<file path="src/rtl/blr_pkg.sv">
package blr_pkg;

	localparam int unsigned REG_BITS     = 12;
	localparam int unsigned COLOR_BITS   = 24;
	localparam int unsigned CFG_IDX_BITS = 2;

	localparam logic [REG_BITS-1:0] IMAGE_SIZE_RESET = 12'd1024;

	typedef enum logic {
		OP_START = 1'b0,
		OP_STEP  = 1'b1
	} op_t;

	typedef enum logic [1:0] {
		SLOPE_X_UP   = 2'd0,
		SLOPE_X_DOWN = 2'd1,
		SLOPE_Y_UP   = 2'd2,
		SLOPE_Y_DOWN = 2'd3
	} slope_t;

	typedef enum logic [CFG_IDX_BITS-1:0] {
		CFG_IMAGE_WIDTH  = 2'd0,
		CFG_IMAGE_HEIGHT = 2'd1
	} cfg_idx_t;

endpackage

</file>
<file path="src/rtl/bresenham_line_rasterizer.sv">
// bresenham line rasterizer
// input channel: in_valid / in_stall with operation and endpoint/color fields.
//   a start transaction loads a line and returns its first pixel; each step
//   transaction returns the next pixel along the major axis. equal endpoints,
//   and steps with no line in progress, return nothing.
// output channel: out_valid / out_stall, one pixel per transaction, with an
//   in_bounds flag against the configured image size and last_pixel on the end.
// config channel: cfg_valid / cfg_ready (always ready), cfg_index selects
//   image_width (0) or image_height (1); write only while the block is idle.
// output: a pixel is registered and presented at out_valid in the cycle after its
//   input transaction. throughput: one transaction per cycle while in_stall is low, set by
//   the single add and compare on the decision variable between the line state
//   and the output register.
// stall: while a pixel waits in the output register under out_stall, in_stall
//   is raised; otherwise a new input is taken in the same cycle the pending
//   pixel leaves.
// reset: no line in progress, output empty, image size 1024 x 1024.
module bresenham_line_rasterizer #(
	parameter int unsigned COORD_BITS = 12
) (
	input  logic                                   clk,
	input  logic                                   arst_n,

	input  logic                                   in_valid,
	output logic                                   in_stall,
	input  logic                                   operation,
	input  logic signed [COORD_BITS-1:0]           x_start,
	input  logic signed [COORD_BITS-1:0]           y_start,
	input  logic signed [COORD_BITS-1:0]           x_end,
	input  logic signed [COORD_BITS-1:0]           y_end,
	input  logic [blr_pkg::COLOR_BITS-1:0]         line_color,

	output logic                                   out_valid,
	input  logic                                   out_stall,
	output logic signed [COORD_BITS-1:0]           pixel_x,
	output logic signed [COORD_BITS-1:0]           pixel_y,
	output logic [blr_pkg::COLOR_BITS-1:0]         pixel_color,
	output logic                                   in_bounds,
	output logic                                   last_pixel,

	input  logic                                   cfg_valid,
	output logic                                   cfg_ready,
	input  logic [blr_pkg::CFG_IDX_BITS-1:0]       cfg_index,
	input  logic [blr_pkg::REG_BITS-1:0]           cfg_data
);

	localparam int unsigned CB   = COORD_BITS;
	localparam int unsigned DB   = CB + 1;
	localparam int unsigned DW   = CB + 4;
	localparam int unsigned CMPW = (CB > blr_pkg::REG_BITS) ? CB : blr_pkg::REG_BITS;

	logic                                 in_accept;
	logic [blr_pkg::REG_BITS-1:0]         image_width_q;
	logic [blr_pkg::REG_BITS-1:0]         image_height_q;

	logic                                 active_q;
	blr_pkg::slope_t                      slope_q;
	logic signed [CB-1:0]                 cur_x_q;
	logic signed [CB-1:0]                 cur_y_q;
	logic signed [CB-1:0]                 major_end_q;
	logic signed [DW-1:0]                 decision_q;
	logic signed [DW-1:0]                 inc_straight_q;
	logic signed [DW-1:0]                 inc_diagonal_q;
	logic [blr_pkg::COLOR_BITS-1:0]       held_color_q;

	logic                                 out_valid_q;
	logic signed [CB-1:0]                 pixel_x_q;
	logic signed [CB-1:0]                 pixel_y_q;
	logic [blr_pkg::COLOR_BITS-1:0]       pixel_color_q;
	logic                                 in_bounds_q;
	logic                                 last_pixel_q;

	// start setup
	logic signed [DB-1:0]                 dx, dy, adx, ady, sdx, sdy, a_len, b_len;
	logic                                 xmajor, swap, empty_line;
	logic signed [CB-1:0]                 sx1, sy1, sx2, sy2;
	logic signed [DW-1:0]                 a_w, b_w;
	blr_pkg::slope_t                      start_slope;

	// step
	logic                                 step_xmajor, step_up, dec_pos;
	logic signed [CB-1:0]                 minor_move;
	logic signed [CB-1:0]                 step_x, step_y;
	logic signed [DW-1:0]                 step_decision;
	logic                                 step_last;

	// next state and result
	logic                                 nxt_active;
	blr_pkg::slope_t                      nxt_slope;
	logic signed [CB-1:0]                 nxt_x, nxt_y, nxt_major_end;
	logic signed [DW-1:0]                 nxt_decision, nxt_inc_straight, nxt_inc_diagonal;
	logic [blr_pkg::COLOR_BITS-1:0]       nxt_color;
	logic                                 res_valid, res_last, res_in_bounds;

	assign in_accept = in_valid && !in_stall;
	assign in_stall  = out_valid_q && out_stall;
	assign cfg_ready = 1'b1;

	always_comb begin
		dx         = DB'(x_end) - DB'(x_start);
		dy         = DB'(y_end) - DB'(y_start);
		adx        = dx[DB-1] ? -dx : dx;
		ady        = dy[DB-1] ? -dy : dy;
		xmajor     = ady < adx;
		empty_line = (dx == '0) && (dy == '0);
		swap       = xmajor ? (x_start > x_end) : (y_start > y_end);
		sx1        = swap ? x_end   : x_start;
		sy1        = swap ? y_end   : y_start;
		sx2        = swap ? x_start : x_end;
		sy2        = swap ? y_start : y_end;
		sdx        = swap ? -dx : dx;
		sdy        = swap ? -dy : dy;
		a_len      = xmajor ? adx : ady;
		b_len      = xmajor ? ady : adx;
		a_w        = {{(DW-DB){1'b0}}, a_len};
		b_w        = {{(DW-DB){1'b0}}, b_len};
		if (xmajor) begin
			start_slope = (sdy > 0) ? blr_pkg::SLOPE_X_UP : blr_pkg::SLOPE_X_DOWN;
		end else begin
			start_slope = (sdx >= 0) ? blr_pkg::SLOPE_Y_UP : blr_pkg::SLOPE_Y_DOWN;
		end
	end

	always_comb begin
		step_xmajor = (slope_q == blr_pkg::SLOPE_X_UP) || (slope_q == blr_pkg::SLOPE_X_DOWN);
		step_up     = (slope_q == blr_pkg::SLOPE_X_UP) || (slope_q == blr_pkg::SLOPE_Y_UP);
		dec_pos     = decision_q > 0;
		minor_move  = !dec_pos ? CB'(0) : (step_up ? CB'(1) : -CB'(1));
		step_decision = decision_q + (dec_pos ? inc_diagonal_q : inc_straight_q);
		if (step_xmajor) begin
			step_x    = cur_x_q + CB'(1);
			step_y    = cur_y_q + minor_move;
			step_last = step_x >= major_end_q;
		end else begin
			step_x    = cur_x_q + minor_move;
			step_y    = cur_y_q + CB'(1);
			step_last = step_y >= major_end_q;
		end
	end

	always_comb begin
		nxt_active       = active_q;
		nxt_slope        = slope_q;
		nxt_x            = cur_x_q;
		nxt_y            = cur_y_q;
		nxt_major_end    = major_end_q;
		nxt_decision     = decision_q;
		nxt_inc_straight = inc_straight_q;
		nxt_inc_diagonal = inc_diagonal_q;
		nxt_color        = held_color_q;
		res_valid        = 1'b0;
		res_last         = 1'b0;
		unique case (blr_pkg::op_t'(operation))
			blr_pkg::OP_START: begin
				nxt_color = line_color;
				if (empty_line) begin
					nxt_active = 1'b0;
				end else begin
					nxt_active       = 1'b1;
					nxt_slope        = start_slope;
					nxt_x            = sx1;
					nxt_y            = sy1;
					nxt_major_end    = xmajor ? sx2 : sy2;
					nxt_inc_straight = b_w + b_w;
					nxt_inc_diagonal = (b_w + b_w) - (a_w + a_w);
					nxt_decision     = (b_w + b_w) - a_w;
					res_valid        = 1'b1;
				end
			end
			blr_pkg::OP_STEP: begin
				if (active_q) begin
					nxt_x        = step_x;
					nxt_y        = step_y;
					nxt_decision = step_decision;
					nxt_active   = !step_last;
					res_valid    = 1'b1;
					res_last     = step_last;
				end
			end
			default: begin
				nxt_active = active_q;
			end
		endcase
		res_in_bounds = !nxt_x[CB-1] && !nxt_y[CB-1]
			&& (CMPW'($unsigned(nxt_x)) < CMPW'(image_width_q))
			&& (CMPW'($unsigned(nxt_y)) < CMPW'(image_height_q));
	end

	always_ff @(posedge clk or negedge arst_n) begin
		if (!arst_n) begin
			image_width_q  <= blr_pkg::IMAGE_SIZE_RESET;
			image_height_q <= blr_pkg::IMAGE_SIZE_RESET;
		end else if (cfg_valid && cfg_ready) begin
			unique case (cfg_index)
				blr_pkg::CFG_IMAGE_WIDTH:  image_width_q  <= cfg_data;
				blr_pkg::CFG_IMAGE_HEIGHT: image_height_q <= cfg_data;
				default: begin
					image_width_q <= image_width_q;
				end
			endcase
		end
	end

	always_ff @(posedge clk or negedge arst_n) begin
		if (!arst_n) begin
			active_q       <= 1'b0;
			slope_q        <= blr_pkg::SLOPE_X_UP;
			cur_x_q        <= '0;
			cur_y_q        <= '0;
			major_end_q    <= '0;
			decision_q     <= '0;
			inc_straight_q <= '0;
			inc_diagonal_q <= '0;
			held_color_q   <= '0;
			out_valid_q    <= 1'b0;
		end else begin
			if (in_accept) begin
				active_q       <= nxt_active;
				slope_q        <= nxt_slope;
				cur_x_q        <= nxt_x;
				cur_y_q        <= nxt_y;
				major_end_q    <= nxt_major_end;
				decision_q     <= nxt_decision;
				inc_straight_q <= nxt_inc_straight;
				inc_diagonal_q <= nxt_inc_diagonal;
				held_color_q   <= nxt_color;
				out_valid_q    <= res_valid;
			end else if (!out_stall) begin
				out_valid_q    <= 1'b0;
			end
		end
	end

	always_ff @(posedge clk) begin
		if (in_accept && res_valid) begin
			pixel_x_q     <= nxt_x;
			pixel_y_q     <= nxt_y;
			pixel_color_q <= nxt_color;
			in_bounds_q   <= res_in_bounds;
			last_pixel_q  <= res_last;
		end
	end

	assign out_valid   = out_valid_q;
	assign pixel_x     = pixel_x_q;
	assign pixel_y     = pixel_y_q;
	assign pixel_color = pixel_color_q;
	assign in_bounds   = in_bounds_q;
	assign last_pixel  = last_pixel_q;

	// step with no line in progress produces no pixel
	assert property (@(posedge clk) disable iff (!arst_n)
		in_accept && (operation == blr_pkg::OP_STEP) && !active_q |=> !out_valid_q)
		else $error("pixel produced by step with no active line");

	// the end pixel ends the line
	assert property (@(posedge clk) disable iff (!arst_n)
		in_accept && res_valid && res_last |=> !active_q)
		else $error("line still active after last pixel");

	// degenerate start draws nothing and leaves no line
	assert property (@(posedge clk) disable iff (!arst_n)
		in_accept && (operation == blr_pkg::OP_START) && empty_line
		|=> !out_valid_q && !active_q)
		else $error("equal endpoints produced a pixel or an active line");

	// first pixel of a line is never the last
	assert property (@(posedge clk) disable iff (!arst_n)
		in_accept && (operation == blr_pkg::OP_START) && !empty_line
		|=> out_valid_q && !last_pixel_q && active_q)
		else $error("line start did not present a first pixel");

endmodule

</file>
<file path="config.mk">
export PLATFORM = sky130hd
export DESIGN_NAME = bresenham_line_rasterizer
export DESIGN_NICKNAME = d
export VERILOG_FILES = /design/src/rtl/blr_pkg.sv /design/src/rtl/bresenham_line_rasterizer.sv
export SDC_FILE = /design/constraint.sdc
export NUM_CORES = 1
export LEC_CHECK = 0
export BUFFER_PORTS_ARGS = -buffer_cell sky130_fd_sc_hd__buf_2
export CORE_MARGIN = 1
export CORE_UTILIZATION = 40
export DETAILED_ROUTE_END_ITERATION = 10
export GPL_TIMING_DRIVEN = 0
export HOLD_SLACK_MARGIN = 0.05
export SYNTH_ARGS = -nofsm -noshare
export SYNTH_HDL_FRONTEND = slang
export SYNTH_SLANG_ARGS = --single-unit
</file>
<file path="constraint.sdc">
create_clock -name clk -period 10.6 [get_ports clk]
set_input_delay 0.53 -clock clk [delete_from_list [all_inputs] [get_ports clk]]
set_output_delay 0.53 -clock clk [all_outputs]
set_load 0.02 [all_outputs]
</file>
==> impl_metrics.py <==
metrics = {
    "timing": {
        "fin_setup_tns_ns": 0,
        "holdWs_ns": 0.0304,
        "rsz0062_at_grt": "false",
        "report.final.slew_viol_count": 0,
        "maxSlewHeadroom_pct": 34.4,
        "min_period_ns": 9.56,
        "hold_violations": 0,
        "max_clock_freq_mhz": 105,
        "finalWorstSetupSlack_ns": 1.04,
        "finClkSkew_ns": 0.0116,
        "setup_viol": 0,
        "period_share_pct": 90.2,
        "worstMarginPinSlew_ns": 0.977,
    },
    "cts": {
        "cts_root_buf": "clkbuf_16",
        "cts_buffer_depth": 2,
        "cts_tree": "done",
        "insertion_delay_ns": 0.45,
        "hold_buffers": 0,
        "cts_buffers": 17,
        "path_clk_slew_ns": 0.08,
        "post_cts_buffers": 0,
        "ctsResizeCount": 0,
        "cts.htree.levels": 4,
        "clock-sinks": 182,
    },
    "route": {
        "routedWlPerCell_um": 19.5,
        "route.detailed.drc": 0,
        "vias_per_cell": 5.64,
        "drt_first_pass_iters": 5,
        "drt_iter0_markers": 879,
        "num_vias": 13611,
        "drt-total-wl_mm": 46.9,
        "ant_nets": 0,
    },
    "worst_setup_path": {
        "cp_slowest_stage_delay_ns": 0.64,
        "path_buf_inv": 6,
        "critPathMostFrequentCell": "o21ai_0",
        "cp_data_arrival_time_ns": 9.92,
        "worst_path_dominant_cell_family": "compound AO/OA/AOI/OAI gates",
        "critical_path_class": "input port to flip-flop",
        "crit_fanout": 10,
        "cp.required_ns": 10.96,
        "worstSetupStartpointType": "input port",
        "cp_slowest_cell": "xor2_1",
        "critPathCaptureType": "flip-flop",
    },
    "synth": {
        "ys_top_cells_by_count": "163 x nand2_1, 139 x ha_1, 130 x dfrtp_1",
        "synth_most_common_cell": "nand2_1",
        "synth-edff-count": 50,
        "ys_ff_latch": 182,
        "ys.flop_type": "dfrtp_1",
        "yosys.cell_types.count": 101,
        "synthesis.nets": 1964,
        "ys_warn_count": 0,
        "synth_cells": 1727,
        "avgSynthCellArea_um2": 8.89,
        "seq_area_frac_synth_pct": 31.3,
        "synthTopCellsByArea": "dfrtp_1 21%, ha_1 11%, edfxtp_1 9.8%",
        "async_reset_ff_share_pct": 72.5,
        "syn_area_um2": 15300,
        "post-synth-top-area-cell": "dfrtp_1",
        "synth_top_area_share_pct": 21.2,
    },
    "floorplanning": {
        "dieArea_um2": 39100,
        "start_util_pct": 40.7,
        "io_pins": 145,
        "die_w_um": 198,
        "core_um2": 37700,
        "std_cell_rows": 71,
        "die_h_um": 198,
    },
    "outcome": {
        "outcome": "finished clean",
    },
    "global_routing": {
        "grt_start_max_net_pins": 84,
        "grt_pass1_vias": 13078,
        "grt_pass1_wl_mm": 73.2,
        "grt_util_all_layers_pct": 24.4,
        "grt_antenna_before_repair": 0,
        "overflow": 0,
    },
    "place": {
        "pre_cts_ws_ns": 0.875,
        "port_buffers": 142,
        "placed_cell_area_um2": 16700,
        "dp_cells": 2381,
        "globalplace.congestion": 0.937,
        "hpwl_mm": 37.5,
    },
    "flow_run": {
        "cap_violations": 0,
    },
    "power_and_ir_drop": {
        "power.total_mw": 6.04,
        "p_leak_nw": 7.62,
        "power_density_nw_per_um2": 349,
        "ir_worst_vdd_uv": 188,
    },
    "finish": {
        "drive_gt1_share_pct": 16.7,
        "final_cell_count_no_fill": 2413,
        "area_growth_pct": 12.7,
        "antenna_cells": 0,
        "nNetsFinal": 2126,
        "final_core_util_pct": 45.9,
        "fin_area_um2": 17300,
    },
    "worst_hold_path": {
        "hold_path.class": "input port to asynchronous set/reset pin",
    },
}
## worst paths after layout
check,startpoint,end,slack (ns),cells after the start
max reg2reg,decision_q[2]$_DFFE_PN0P_,in_bounds$_DFFE_PP_,3.79,26
min reg2reg,inc_diagonal_q[8]$_DFFE_PN0P_,inc_diagonal_q[8]$_DFFE_PN0P_,0.47,2
min,arst_n,inc_diagonal_q[4]$_DFFE_PN0P_,0.03,1
max in group asynchronous,arst_n,image_width_q[10]$_DFFE_PN1P_,9.70,2
max,y_end[0],decision_q[12]$_DFFE_PN0P_,1.04,34
min in group clk,cfg_data[0],image_width_q[0]$_DFFE_PN0P_,0.30,3
## flip-flops by register name, indices dropped and copies added (netlist names), 2 cells and up
| register | flops |
|---|---|
| pixel_color | 24 |
| image_width_q | 12 |
| inc_diagonal_q | 15 |
| held_color_q | 24 |
| image_height_q | 12 |
| pixel_x | 12 |
| pixel_y | 12 |
| inc_straight_q | 13 |
| decision_q | 16 |
| slope_q | 2 |
| major_end_q | 12 |
| cur_y_q | 12 |
| cur_x_q | 12 |
## area by class of cell
class	instances	area (um2)
Tap cell	511	639
Timing Repair Buffer	143	744
Clock inverter	15	133
Clock buffer	17	425
Buffer	71	287
Sequential cell	182	4810
Multi-Input combinational cell	1362	9830
Fill cell	3715	20400
Inverter	112	420
## cells in the final DEF, fill, tap and decap left out, drive strengths merged, types with 35 or more instances in the layout
cell / n
a21o: 44
ha: 139
edfxtp: 50
o21ai: 130
nand3: 42
o211ai: 39
xnor2: 54
clkbuf: 70
mux2: 87
nand2: 163
nor2: 126
buf: 161
a21oi: 118
dfrtp: 130
nor3: 35
inv: 120
xor2: 37
## power by group
group          internal, mW  switching [mW]  total (mW)  leakage, nW
combinational          1.69            2.53        4.22         5.31
clock                 0.311           0.317       0.627        0.277
sequential             1.00           0.184        1.19         2.03
total                  3.00            3.04        6.04         7.62
## worst register-to-register path: cells and delay by family, from the launching register on
family                     cells  cell delay, ns
and+or+nand+nor               12            2.79
AOI/OAI and AO/OA              9            1.79
adders and majority gates      2            0.79
buffers and inverters          2            0.66
DFF                            1            0.44
xor gates and xnor gates       1            0.17
## routing by layer
layer | wire length (um) | GRT usage, %
met1 | 21400 | 32.8
met2 | 21800 | 39.8
met3 | 2020 | 2.90
met4 | 1700 | 9.53
met5 | 0 | 0
## kinds of logic after synthesis
kind of cell | share of synthesized area, %
other cells | 0.0244
flops | 31.3
simple gates | 15.4
xor+xnor | 5.34
buf+inv | 4.58
compound gates | 22.7
fa+ha+maj | 12.1
mux | 8.55
No activity file was read; power rests on OpenSTA's default activity.
